===== src/assert_macros.svh =====
// Assertion macros shared by the signed integer to radix text core.
// Included by the RTL files that check their own control logic.
`ifndef ASSERT_MACROS_SVH
`define ASSERT_MACROS_SVH

// Condition that must hold at every clock edge outside reset
`define SICRT_ASSERT_HOLD(label, clk, rst, cond, msg) \
   label: assert property (@(posedge clk) disable iff (rst) (cond)) else $error(msg);

// Antecedent in a cycle implies the consequent in the same cycle
`define SICRT_ASSERT_IMPL(label, clk, rst, ante, cons, msg) \
   label: assert property (@(posedge clk) disable iff (rst) (ante) |-> (cons)) else $error(msg);

`endif


===== src/sicrt_pkg.sv =====
// Shared types and constants for the signed integer to radix text core.
// No dependencies; every module of the core imports this package.
`default_nettype none

package sicrt_pkg;

   // Default sizes handed to the top level parameters
   localparam int SICRT_ALPHA_MAX = 128;
   localparam int SICRT_NUM_WIDTH = 32;

   // Command queue depth between front and back (power of two)
   localparam int SICRT_Q_DEPTH = 4;

   // Fixed field widths
   localparam int SYM_W = 8;
   localparam int OP_W  = 2;

   // Operation codes
   localparam logic [OP_W-1:0] OP_START   = 2'd0;
   localparam logic [OP_W-1:0] OP_APPEND  = 2'd1;
   localparam logic [OP_W-1:0] OP_CONVERT = 2'd2;

   // Character codes used by the symbol checks and the sign
   localparam logic [SYM_W-1:0] CHAR_PLUS     = 8'h2B;
   localparam logic [SYM_W-1:0] CHAR_MINUS    = 8'h2D;
   localparam logic [SYM_W-1:0] CHAR_CTRL_MAX = 8'd31;
   localparam logic [SYM_W-1:0] CHAR_DEL      = 8'd127;

   // Classified command, without the magnitude
   typedef struct packed {
      logic [OP_W-1:0]  op;
      logic [SYM_W-1:0] sym;
      logic             sym_bad;
      logic             neg;
   } sicrt_cmd_type;

endpackage

`default_nettype wire


===== src/sicrt_front.sv =====
// Front end: accepts request beats, drops unused operation codes, flags
// illegal symbols and takes the magnitude. Depends on sicrt_pkg.
`default_nettype none

module sicrt_front
   import sicrt_pkg::*;
#(
   parameter int NUM_WIDTH = SICRT_NUM_WIDTH
) (
   input  logic                                clock,
   input  logic                                reset,
   input  logic                                req_tvalid,
   output logic                                req_tready,
   input  logic [((NUM_WIDTH + 15) / 8) * 8 - 1:0] req_tdata,
   input  logic [OP_W-1:0]                     req_tuser,
   output logic                                cmd_valid,
   input  logic                                cmd_ready,
   output sicrt_cmd_type                       cmd,
   output logic [NUM_WIDTH-1:0]                cmd_mag
);

   logic                 slot_v_ff, slot_v_in;
   sicrt_cmd_type        slot_ff, slot_in;
   logic [NUM_WIDTH-1:0] mag_ff, mag_in;

   logic [SYM_W-1:0]     sym;
   logic [NUM_WIDTH-1:0] number;
   logic                 accept;
   logic                 push;
   logic                 op_used;

   assign sym    = req_tdata[SYM_W-1:0];
   assign number = req_tdata[SYM_W +: NUM_WIDTH];
   assign push   = slot_v_ff && cmd_ready;
   assign req_tready = !slot_v_ff || cmd_ready;
   assign accept = req_tvalid && req_tready;
   assign op_used = (req_tuser == OP_START) || (req_tuser == OP_APPEND) ||
                    (req_tuser == OP_CONVERT);

   // Classify the beat; drop it when the operation code means nothing
   always_comb begin
      slot_in         = slot_ff;
      mag_in          = mag_ff;
      slot_v_in       = push ? 1'b0 : slot_v_ff;
      if (accept) begin
         slot_v_in       = op_used;
         slot_in.op      = req_tuser;
         slot_in.sym     = sym;
         slot_in.sym_bad = (sym == CHAR_PLUS) || (sym == CHAR_MINUS) ||
                           (sym <= CHAR_CTRL_MAX) || (sym >= CHAR_DEL);
         slot_in.neg     = number[NUM_WIDTH-1];
         mag_in          = number[NUM_WIDTH-1] ? (~number + 1'b1) : number;
      end
   end

   always_ff @(posedge clock) begin
      if (reset) begin
         slot_v_ff <= 1'b0;
      end else begin
         slot_v_ff <= slot_v_in;
      end
   end

   // Payload needs no reset
   always_ff @(posedge clock) begin
      slot_ff <= slot_in;
      mag_ff  <= mag_in;
   end

   assign cmd_valid = slot_v_ff;
   assign cmd       = slot_ff;
   assign cmd_mag   = mag_ff;

endmodule

`default_nettype wire


===== src/sicrt_queue.sv =====
// Short command queue between the front end and the conversion back end.
// Depends on sicrt_pkg for its depth.
`default_nettype none
`include "assert_macros.svh"

module sicrt_queue
   import sicrt_pkg::*;
#(
   parameter int DATA_W = 8
) (
   input  logic              clock,
   input  logic              reset,
   input  logic              in_valid,
   output logic              in_ready,
   input  logic [DATA_W-1:0] in_data,
   output logic              out_valid,
   input  logic              out_ready,
   output logic [DATA_W-1:0] out_data
);

   localparam int PTR_W = $clog2(SICRT_Q_DEPTH);
   localparam int CNT_W = $clog2(SICRT_Q_DEPTH + 1);

   logic [DATA_W-1:0] mem_ff [SICRT_Q_DEPTH];
   logic [PTR_W-1:0]  wr_ptr_ff, wr_ptr_in;
   logic [PTR_W-1:0]  rd_ptr_ff, rd_ptr_in;
   logic [CNT_W-1:0]  count_ff, count_in;
   logic              push, pop;

   assign in_ready  = (count_ff != CNT_W'(SICRT_Q_DEPTH));
   assign out_valid = (count_ff != '0);
   assign out_data  = mem_ff[rd_ptr_ff];
   assign push      = in_valid && in_ready;
   assign pop       = out_valid && out_ready;

   // Advance pointers; they wrap naturally at the power-of-two depth
   always_comb begin
      wr_ptr_in = push ? wr_ptr_ff + 1'b1 : wr_ptr_ff;
      rd_ptr_in = pop ? rd_ptr_ff + 1'b1 : rd_ptr_ff;
      count_in  = count_ff;
      if (push && !pop) begin
         count_in = count_ff + 1'b1;
      end else if (pop && !push) begin
         count_in = count_ff - 1'b1;
      end
   end

   always_ff @(posedge clock) begin
      if (reset) begin
         wr_ptr_ff <= '0;
         rd_ptr_ff <= '0;
         count_ff  <= '0;
      end else begin
         wr_ptr_ff <= wr_ptr_in;
         rd_ptr_ff <= rd_ptr_in;
         count_ff  <= count_in;
      end
   end

   always_ff @(posedge clock) begin
      if (push) begin
         mem_ff[wr_ptr_ff] <= in_data;
      end
   end

   // Pointer distance tracks the fill count
   `SICRT_ASSERT_HOLD(a_q_count_ptrs, clock, reset,
      (wr_ptr_ff - rd_ptr_ff) == count_ff[PTR_W-1:0], "queue count disagrees with pointers")

endmodule

`default_nettype wire


===== src/sicrt_divider.sv =====
// Restoring divider: one quotient bit per cycle.
// Gives quotient and remainder of a magnitude by the radix. Uses sicrt_pkg.
`default_nettype none
`include "assert_macros.svh"

module sicrt_divider
   import sicrt_pkg::*;
#(
   parameter int NUM_WIDTH = SICRT_NUM_WIDTH,
   parameter int LEN_W     = 8
) (
   input  logic                 clock,
   input  logic                 reset,
   input  logic                 start,
   input  logic [NUM_WIDTH-1:0] dividend,
   input  logic [LEN_W-1:0]     divisor,
   output logic                 done,
   output logic [NUM_WIDTH-1:0] quotient,
   output logic [LEN_W-1:0]     remainder
);

   localparam int STEP_W = $clog2(NUM_WIDTH);

   logic                 busy_ff, busy_in;
   logic                 done_ff, done_in;
   logic [STEP_W-1:0]    step_ff, step_in;
   logic [NUM_WIDTH-1:0] quo_ff, quo_in;
   logic [LEN_W-1:0]     rem_ff, rem_in;
   logic [LEN_W-1:0]     div_ff, div_in;

   logic [LEN_W:0]       trial;
   logic [LEN_W:0]       diff;
   logic                 fits;

   assign trial = {rem_ff, quo_ff[NUM_WIDTH-1]};
   assign diff  = trial - {1'b0, div_ff};
   assign fits  = (trial >= {1'b0, div_ff});

   // Shift in one dividend bit and subtract the divisor where it fits
   always_comb begin
      busy_in = busy_ff;
      done_in = 1'b0;
      step_in = step_ff;
      quo_in  = quo_ff;
      rem_in  = rem_ff;
      div_in  = div_ff;
      if (start) begin
         busy_in = 1'b1;
         step_in = STEP_W'(NUM_WIDTH - 1);
         quo_in  = dividend;
         rem_in  = '0;
         div_in  = divisor;
      end else if (busy_ff) begin
         quo_in  = {quo_ff[NUM_WIDTH-2:0], fits};
         rem_in  = fits ? diff[LEN_W-1:0] : trial[LEN_W-1:0];
         step_in = step_ff - 1'b1;
         if (step_ff == '0) begin
            busy_in = 1'b0;
            done_in = 1'b1;
         end
      end
   end

   always_ff @(posedge clock) begin
      if (reset) begin
         busy_ff <= 1'b0;
         done_ff <= 1'b0;
      end else begin
         busy_ff <= busy_in;
         done_ff <= done_in;
      end
   end

   always_ff @(posedge clock) begin
      step_ff <= step_in;
      quo_ff  <= quo_in;
      rem_ff  <= rem_in;
      div_ff  <= div_in;
   end

   assign done      = done_ff;
   assign quotient  = quo_ff;
   assign remainder = rem_ff;

   // A new division never interrupts one in flight
   `SICRT_ASSERT_IMPL(a_div_no_restart, clock, reset, start, !busy_ff,
      "divider started while busy")

endmodule

`default_nettype wire


===== src/sicrt_back.sv =====
// Back end: owns the alphabet, runs the digit loop on the divider and
// emits characters through the output register. Uses sicrt_pkg, sicrt_divider.
`default_nettype none
`include "assert_macros.svh"

module sicrt_back
   import sicrt_pkg::*;
#(
   parameter int ALPHA_MAX = SICRT_ALPHA_MAX,
   parameter int NUM_WIDTH = SICRT_NUM_WIDTH
) (
   input  logic                 clock,
   input  logic                 reset,
   input  logic                 cmd_valid,
   output logic                 cmd_ready,
   input  sicrt_cmd_type        cmd,
   input  logic [NUM_WIDTH-1:0] cmd_mag,
   output logic                 rsp_tvalid,
   input  logic                 rsp_tready,
   output logic [SYM_W-1:0]     rsp_tdata,
   output logic                 rsp_tlast
);

   localparam int LEN_W = $clog2(ALPHA_MAX + 1);
   localparam int IDX_W = $clog2(ALPHA_MAX);
   localparam int CNT_W = $clog2(NUM_WIDTH + 1);
   localparam int BUF_W = $clog2(NUM_WIDTH);

   typedef enum logic [4:0] {
      ST_IDLE  = 5'b00001,
      ST_DIV   = 5'b00010,
      ST_SIGN  = 5'b00100,
      ST_FETCH = 5'b01000,
      ST_PUT   = 5'b10000
   } sicrt_back_state_type;

   sicrt_back_state_type state_ff, state_in;
   logic [LEN_W-1:0]     len_ff, len_in;
   logic                 bad_ff, bad_in;
   logic                 neg_ff, neg_in;
   logic [CNT_W-1:0]     ndig_ff, ndig_in;
   logic [BUF_W-1:0]     idx_ff, idx_in;
   logic [255:0]         seen_ff;
   logic [SYM_W-1:0]     alpha_mem [ALPHA_MAX];
   logic [IDX_W-1:0]     dbuf_ff [NUM_WIDTH];
   logic [SYM_W-1:0]     rd_data_ff;
   logic                 rsp_tvalid_ff, rsp_tvalid_in;
   logic [SYM_W-1:0]     rsp_tdata_ff, rsp_tdata_in;
   logic                 rsp_tlast_ff, rsp_tlast_in;

   logic                 seen_clr, seen_set;
   logic                 tab_we, dbuf_we, rd_en;
   logic [BUF_W-1:0]     rd_ptr;
   logic                 slot_free, load;
   logic                 div_start, div_done;
   logic [NUM_WIDTH-1:0] div_dividend, div_quo;
   logic [LEN_W-1:0]     div_rem;

   sicrt_divider #(
      .NUM_WIDTH (NUM_WIDTH),
      .LEN_W     (LEN_W)
   ) u_div (
      .clock     (clock),
      .reset     (reset),
      .start     (div_start),
      .dividend  (div_dividend),
      .divisor   (len_ff),
      .done      (div_done),
      .quotient  (div_quo),
      .remainder (div_rem)
   );

   assign slot_free = !rsp_tvalid_ff || rsp_tready;

   // Sequence commands: alphabet edits, digit loop, character output
   always_comb begin
      state_in     = state_ff;
      len_in       = len_ff;
      bad_in       = bad_ff;
      neg_in       = neg_ff;
      ndig_in      = ndig_ff;
      idx_in       = idx_ff;
      cmd_ready    = 1'b0;
      seen_clr     = 1'b0;
      seen_set     = 1'b0;
      tab_we       = 1'b0;
      dbuf_we      = 1'b0;
      rd_en        = 1'b0;
      rd_ptr       = idx_ff;
      div_start    = 1'b0;
      div_dividend = cmd_mag;
      load         = 1'b0;
      rsp_tdata_in = rsp_tdata_ff;
      rsp_tlast_in = rsp_tlast_ff;
      unique case (state_ff)
         ST_IDLE: begin
            cmd_ready = 1'b1;
            if (cmd_valid) begin
               unique case (cmd.op)
                  OP_START: begin
                     seen_clr = 1'b1;
                     len_in   = '0;
                     bad_in   = 1'b0;
                  end
                  OP_APPEND: begin
                     seen_set = 1'b1;
                     if (cmd.sym_bad || seen_ff[cmd.sym] ||
                         (len_ff == LEN_W'(ALPHA_MAX))) begin
                        bad_in = 1'b1;
                     end
                     if (len_ff != LEN_W'(ALPHA_MAX)) begin
                        tab_we = 1'b1;
                        len_in = len_ff + 1'b1;
                     end
                  end
                  OP_CONVERT: begin
                     if (!bad_ff && (len_ff >= LEN_W'(2))) begin
                        div_start = 1'b1;
                        neg_in    = cmd.neg;
                        ndig_in   = '0;
                        state_in  = ST_DIV;
                     end
                  end
                  default: begin
                  end
               endcase
            end
         end
         ST_DIV: begin
            if (div_done) begin
               dbuf_we = 1'b1;
               ndig_in = ndig_ff + 1'b1;
               if (div_quo != '0) begin
                  div_start    = 1'b1;
                  div_dividend = div_quo;
               end else begin
                  idx_in   = ndig_ff[BUF_W-1:0];
                  state_in = neg_ff ? ST_SIGN : ST_FETCH;
               end
            end
         end
         ST_SIGN: begin
            if (slot_free) begin
               load         = 1'b1;
               rsp_tdata_in = CHAR_MINUS;
               rsp_tlast_in = 1'b0;
               state_in     = ST_FETCH;
            end
         end
         ST_FETCH: begin
            rd_en    = 1'b1;
            rd_ptr   = idx_ff;
            state_in = ST_PUT;
         end
         ST_PUT: begin
            if (slot_free) begin
               load         = 1'b1;
               rsp_tdata_in = rd_data_ff;
               rsp_tlast_in = (idx_ff == '0);
               if (idx_ff == '0) begin
                  state_in = ST_IDLE;
               end else begin
                  idx_in = idx_ff - 1'b1;
                  rd_en  = 1'b1;
                  rd_ptr = idx_ff - 1'b1;
               end
            end
         end
         default: begin
            state_in = ST_IDLE;
         end
      endcase
      rsp_tvalid_in = load ? 1'b1 : (rsp_tready ? 1'b0 : rsp_tvalid_ff);
   end

   always_ff @(posedge clock) begin
      if (reset) begin
         state_ff      <= ST_IDLE;
         len_ff        <= '0;
         bad_ff        <= 1'b0;
         rsp_tvalid_ff <= 1'b0;
      end else begin
         state_ff      <= state_in;
         len_ff        <= len_in;
         bad_ff        <= bad_in;
         rsp_tvalid_ff <= rsp_tvalid_in;
      end
   end

   // Seen flags clear all at once on reset and on a start command
   always_ff @(posedge clock) begin
      if (reset || seen_clr) begin
         seen_ff <= '0;
      end else if (seen_set) begin
         seen_ff[cmd.sym] <= 1'b1;
      end
   end

   // Alphabet memory: one write port, one registered read port
   always_ff @(posedge clock) begin
      if (tab_we) begin
         alpha_mem[len_ff[IDX_W-1:0]] <= cmd.sym;
      end
      if (rd_en) begin
         rd_data_ff <= alpha_mem[dbuf_ff[rd_ptr]];
      end
   end

   // Digit buffer fills least significant digit first
   always_ff @(posedge clock) begin
      if (dbuf_we) begin
         dbuf_ff[ndig_ff[BUF_W-1:0]] <= div_rem[IDX_W-1:0];
      end
   end

   always_ff @(posedge clock) begin
      neg_ff       <= neg_in;
      ndig_ff      <= ndig_in;
      idx_ff       <= idx_in;
      rsp_tdata_ff <= rsp_tdata_in;
      rsp_tlast_ff <= rsp_tlast_in;
   end

   assign rsp_tvalid = rsp_tvalid_ff;
   assign rsp_tdata  = rsp_tdata_ff;
   assign rsp_tlast  = rsp_tlast_ff;

   // Alphabet never grows past its capacity
   `SICRT_ASSERT_HOLD(a_len_cap, clock, reset, len_ff <= LEN_W'(ALPHA_MAX),
      "alphabet length beyond capacity")
   // Output index stays within the digits produced
   `SICRT_ASSERT_IMPL(a_idx_range, clock, reset,
      (state_ff == ST_FETCH) || (state_ff == ST_PUT), CNT_W'(idx_ff) < ndig_ff,
      "digit index beyond digit count")
   // Quotients come back only while the digit loop waits for them
   `SICRT_ASSERT_IMPL(a_done_in_div, clock, reset, div_done, state_ff == ST_DIV,
      "divider result outside digit loop")

endmodule

`default_nettype wire


===== src/signed_int_to_custom_radix_text_core.sv =====
// Top level of the signed integer to custom radix text core.
// Depends on sicrt_pkg, sicrt_front, sicrt_queue and sicrt_back.
//
//   channel | dir | handshake             | payload
//   req     | in  | req_tvalid/req_tready | tuser: operation; tdata: symbol, number
//   rsp     | out | rsp_tvalid/rsp_tready | tdata: out_char; tlast: last
//
// Start and append are handled by the back end in its idle state. A conversion of D digits
// divides once per digit in the one-bit-per-cycle divider, then fetches the symbols and
// puts one character a cycle while the output is not stalled, after a minus sign for a
// negative number.
// Synchronous active-high reset clears the alphabet length, invalid flag and seen flags.
// A stalled output holds the back end; the front keeps taking beats until the queue and its slot fill.
`default_nettype none

module signed_int_to_custom_radix_text_core
   import sicrt_pkg::*;
#(
   parameter int ALPHA_MAX = SICRT_ALPHA_MAX,
   parameter int NUM_WIDTH = SICRT_NUM_WIDTH
) (
   input  logic                                    clock,
   input  logic                                    reset,
   input  logic                                    req_tvalid,
   output logic                                    req_tready,
   // tdata fields from bit 0: symbol (8), number (NUM_WIDTH), zero fill
   input  logic [((NUM_WIDTH + 15) / 8) * 8 - 1:0] req_tdata,
   // tuser fields from bit 0: operation (2)
   input  logic [OP_W-1:0]                         req_tuser,
   output logic                                    rsp_tvalid,
   input  logic                                    rsp_tready,
   // tdata fields from bit 0: out_char (8)
   output logic [SYM_W-1:0]                        rsp_tdata,
   output logic                                    rsp_tlast
);

   localparam int CMD_W = $bits(sicrt_cmd_type);
   localparam int Q_W   = CMD_W + NUM_WIDTH;

   logic                 f_valid, f_ready;
   sicrt_cmd_type        f_cmd;
   logic [NUM_WIDTH-1:0] f_mag;
   logic                 b_valid, b_ready;
   logic [Q_W-1:0]       q_out;
   sicrt_cmd_type        b_cmd;
   logic [NUM_WIDTH-1:0] b_mag;

   sicrt_front #(
      .NUM_WIDTH  (NUM_WIDTH)
   ) u_front (
      .clock      (clock),
      .reset      (reset),
      .req_tvalid (req_tvalid),
      .req_tready (req_tready),
      .req_tdata  (req_tdata),
      .req_tuser  (req_tuser),
      .cmd_valid  (f_valid),
      .cmd_ready  (f_ready),
      .cmd        (f_cmd),
      .cmd_mag    (f_mag)
   );

   sicrt_queue #(
      .DATA_W    (Q_W)
   ) u_queue (
      .clock     (clock),
      .reset     (reset),
      .in_valid  (f_valid),
      .in_ready  (f_ready),
      .in_data   ({f_cmd, f_mag}),
      .out_valid (b_valid),
      .out_ready (b_ready),
      .out_data  (q_out)
   );

   // Split the queue entry back into command and magnitude
   assign b_cmd = sicrt_cmd_type'(q_out[Q_W-1 -: CMD_W]);
   assign b_mag = q_out[NUM_WIDTH-1:0];

   sicrt_back #(
      .ALPHA_MAX  (ALPHA_MAX),
      .NUM_WIDTH  (NUM_WIDTH)
   ) u_back (
      .clock      (clock),
      .reset      (reset),
      .cmd_valid  (b_valid),
      .cmd_ready  (b_ready),
      .cmd        (b_cmd),
      .cmd_mag    (b_mag),
      .rsp_tvalid (rsp_tvalid),
      .rsp_tready (rsp_tready),
      .rsp_tdata  (rsp_tdata),
      .rsp_tlast  (rsp_tlast)
   );

endmodule

`default_nettype wire


===== config.mk =====
export PLATFORM = sky130hd
export DESIGN_NAME = signed_int_to_custom_radix_text_core
export DESIGN_NICKNAME = d
export VERILOG_FILES = /design/src/sicrt_pkg.sv /design/src/sicrt_front.sv /design/src/sicrt_queue.sv /design/src/sicrt_divider.sv /design/src/sicrt_back.sv /design/src/signed_int_to_custom_radix_text_core.sv
export VERILOG_INCLUDE_DIRS = /design/src /design/src/src
export SDC_FILE = /design/constraint.sdc
export NUM_CORES = 2
export LEC_CHECK = 0
export ABC_AREA = 1
export BUFFER_PORTS_ARGS = -buffer_cell sky130_fd_sc_hd__buf_4
export CORE_ASPECT_RATIO = 2
export CORE_MARGIN = 2
export CORE_UTILIZATION = 63
export DETAILED_ROUTE_END_ITERATION = 12
export HOLD_SLACK_MARGIN = 0.05
export PLACE_DENSITY_LB_ADDON = 0.3
export REMOVE_ABC_BUFFERS = 1
export SYNTH_ARGS = -nofsm -noshare
export SYNTH_HDL_FRONTEND = slang
export SYNTH_SLANG_ARGS = --single-unit
export TNS_END_PERCENT = 5

===== constraint.sdc =====
create_clock -name clock -period 7.7 [get_ports clock]
set_input_delay 0.385 -clock clock [delete_from_list [all_inputs] [get_ports clock]]
set_output_delay 0.385 -clock clock [all_outputs]
set_load 0.02 [all_outputs]

==> out/summary.txt <==
Status = completed
FF-to-FF setup slack = 1.03 ns
Dpl ws = 1.29 ns
Row count = 182
P_leak = 30.9 nW
FF-to-FF Start = u_back.state_ff[0]$_SDFFE_PP1P_
Avg WL per Cell = 23.4 um
PD cells = 302 mW/mm^2
Cell taking the most area after synthesis = edfxtp_1
Rel. slew slack = 0.119
Worst-path clk slew = 0.07 ns
Slowest stage cell on the critical path = nand2_4
Max frequency = 150 MHz
Avg Inst Size Synth = 10.8 um^2
Vias per cell = 6.20
Element type at the critical path end = register
Worst-case vdd ir drop = 0.268 mV
Post-synthesis sequential area ratio = 0.665
Yosys reg bits = 1,832
Async SR Flop Fraction = 0
DPL Wire Length = 124,000 um
RSZ-0062 raised after global routing = no
Simple-Gate Fraction of Synth Area = 0.207
Crit-path cells = nor2_2, nand3_2, clkinv_2, nand3_2, nand2_4, inv_2, nand3_1, nand3_1, nand3_1, nand3_4, nand2_4, buf_4, nand2_1, nand3_1, nand3_1, nand3_1, nand3_1, nand3_1, nand2_1, nand2_1, nand2_1
Initial Util = 0.635
DRC = 0
Nets = 7,229
Maximum fanout along the worst path = 62
CTS tree = done
Delay of the slowest critical-path stage = 0.71 ns
Most numerous cell in the Yosys netlist = edfxtp_1
Vias in the first global route = 55,400
Post-synthesis adder-cell area fraction = 0.00435
Initial antenna violation count = 1
First-pass GRT wire length = 315,000 um
Core area = 0.123 mm^2
Share of the synthesized area in the top cell type = 0.590
Synth top area cells = edfxtp_1 (59%), dfxtp_1 (7.6%), nand3_1 (7.3%), nand2_1 (5.6%), nand3b_1 (4.1%)
Clock Latency Late Sink = 0.80 ns
Reg2reg path depth = 21
Final Max Tran Viols = 0
Antenna viol nets, final = 0
Post-synth cell types = 56
Synth Area in Compound Gates = 0.0559
Area growth from synthesis to layout = 8.83%
CTS Root Cell = clkbuf_16
Most used cell, CP = nand3_1
Cells after Synth = 7,268
H-tree levels = 4
HP Start = req_tuser[0]
CTS Buf Count = 150
CTS max path bufs = 3
Final Critical Period = 6.67 ns
Overall Global Routing Usage = 0.329
# Max-Cap Violations = 0
Sink Count = 1,832
Reg-to-Reg End = u_back.rd_data_ff[1]$_DFFE_PP_
Largest net degree at the start of global routing = 229
Setup TNS = 0 ns
Worst Skew = 0.0276 ns
Post-synth EDFFs = 1,536
Setup violations, final = 0
Worst Setup Path Type = reg2reg
Final worst slack = 1.03 ns
XOR/XNOR Fraction of Synth Area = 0.00414
Routability cong. = 0.895
Synth Flop Type = edfxtp_1
Worst Hold Endpoint = u_front.cmd[10]$_DFFE_PP_
Top post-synthesis cells by count = edfxtp_1 (1,536), nand2_1 (1,174), nand3_1 (1,139)
Post-layout util = 0.691
Routed wire length = 209,000 um
Vias = 55,300
Die Area = 0.127 mm^2
Hold Crit Class = in2reg
Post-Syn Area = 0.0782 mm^2
Worst Tran Pin Value = 1.32 ns
CP arrival = 7.21 ns
Startpoint Class = register
Detailed Route Iter0 Violations = 6,228
Grt ovf = 0
Share of cells above drive strength 1 = 0.0615
Hold path cells = 2
Synth Warn # = 0
IO Pins = 57
Worst Path Required = 8.24 ns
Post-CTS sizing = 0
Final Hold Fails = 0
Mux cell area share after synthesis = 0
Input/output buffers = 56
Die W = 253 um
Setup bufs post-CTS = 0
Largest family of logic cells by synthesized area = simple AND/OR/NAND/NOR gates
Die Y-Extent = 502 um
Drt pass-1 iters = 8
Crit share post-route = 0.866
-- registers in the layout, indices dropped and copies added (netlist names), 2 cells and up, named ones only --
name	count
u_back.rd_data_ff	8
u_back.state_ff	5
u_queue.mem_ff	176
u_back.u_div.remainder	8
u_back.len_ff	8
u_back.idx_ff	5
u_back.u_div.step_ff	5
u_back.u_div.div_ff	8
u_front.cmd	12
u_back.seen_ff	256
u_front.cmd_mag	32
u_queue.rd_ptr_ff	2
u_back.rsp_tdata	8
u_back.dbuf_ff	224
u_back.alpha_mem	1024
u_queue.count_ff	3
u_back.u_div.quotient	32
u_back.ndig_ff	5
u_queue.wr_ptr_ff	2
-- how the worst max path moves through the flow --
stage	startpoint	endpoint	slack [ns]
2_1_floorplan	u_back.idx_ff[0]$_DFFE_PP_	u_back.rd_data_ff[3]$_DFFE_PP_	-12.32
3_3_place_gp	u_back.state_ff[2]$_SDFFE_PP0P_	u_back.rd_data_ff[5]$_DFFE_PP_	1.50
3_5_place_dp	u_back.state_ff[0]$_SDFFE_PP1P_	u_back.rd_data_ff[5]$_DFFE_PP_	1.29
4_1_cts	u_back.state_ff[0]$_SDFFE_PP1P_	u_back.rd_data_ff[5]$_DFFE_PP_	1.28
5_1_grt	u_back.state_ff[0]$_SDFFE_PP1P_	u_back.rd_data_ff[1]$_DFFE_PP_	0.69
6_report	u_back.state_ff[0]$_SDFFE_PP1P_	u_back.rd_data_ff[1]$_DFFE_PP_	1.03
-- cell families (layout without fill, tap and decap cells) --
kind of cell | Yosys count | in the layout
adder cells (fa/ha/maj) | 26 | 26
XOR/XNOR | 37 | 37
AO/OA/AOI/OAI | 741 | 741
buffers and inverters | 1208 | 1211
other | 0 | 2
AND/OR/NAND/NOR | 3424 | 3424
flip-flops | 1832 | 1832
-- cell usage in the layout (no fill, tap or decap), drive strengths merged, types with 3 or more instances in the layout --
master	instances
inv	750
nand3	1144
o211ai	21
clkinv	58
a31oi	27
edfxtp	1536
o22ai	41
o21ai	172
a211oi	3
a32o	7
nor4	14
buf	151
a21oi	324
a22oi	61
clkinvlp	6
a221oi	3
or2	26
nand3b	423
nor2	577
clkbuf	187
dlygate4sd3	48
xor2	16
nand2	1182
nor3	33
a32oi	7
nand4	23
o21a	7
dfxtp	296
o221ai	59
bufinv	11
o31ai	4
ha	24
xnor2	21
-- final cells by class --
class | instances | area [um^2]
diodes | 2 | 5.00
clock buffers | 187 | 3990
clock inverters | 79 | 830
fillers | 8643 | 38100
inverters | 746 | 2820
multi-input cells | 4228 | 21500
flip-flops and latches | 1832 | 52100
well taps | 1656 | 2070
repair buffers | 199 | 1850
-- worst max-delay path, delay by kind of cell (launching register included) --
kind                   cells  cell delay (ns)
buffers and inverters      3             1.46
DFF                        1             0.34
and+or+nand+nor           18             4.50
-- what timing repair did --
item                                    in CTS  in global routing
hold endpoints to repair                    52                  0
hold buffers                                48                  0
endpoints found under the setup margin       0                  0
-- metrics by stage --
step	cells	cell area [um^2]	total power [mW]	hold slack (ns)
after detailed placement	8613	79800	18.1	0.442
after global placement	8613	79800	17.9	0.442
after global routing	8928	85100	26.4	0.314
after floorplan	6806	76100	15.8	0.429
final	8929	85100	25.7	0.319
after CTS	8927	85100	25.6	0.285
-- layer usage --
| layer | share of wire | vias up | GRT usage |
|---|---|---|---|
| met2 | 0.51 | 2892 | 0.575 |
| met5 | 0 | - | 0 |
| met3 | 0.071 | 863 | 0.0442 |
| met4 | 0.085 | 0 | 0.255 |
| li1 | - | 24900 | - |
| met1 | 0.33 | 26700 | 0.360 |
-- report_power, final --
part           leakage [nW]  total, mW  switching (mW)  internal (mW)
clock network          2.35       7.66            3.56           4.09
logic                  12.1       6.17            4.89           1.27
registers              16.4       11.9           0.105           11.8
Power figures use the tool's default switching activity.
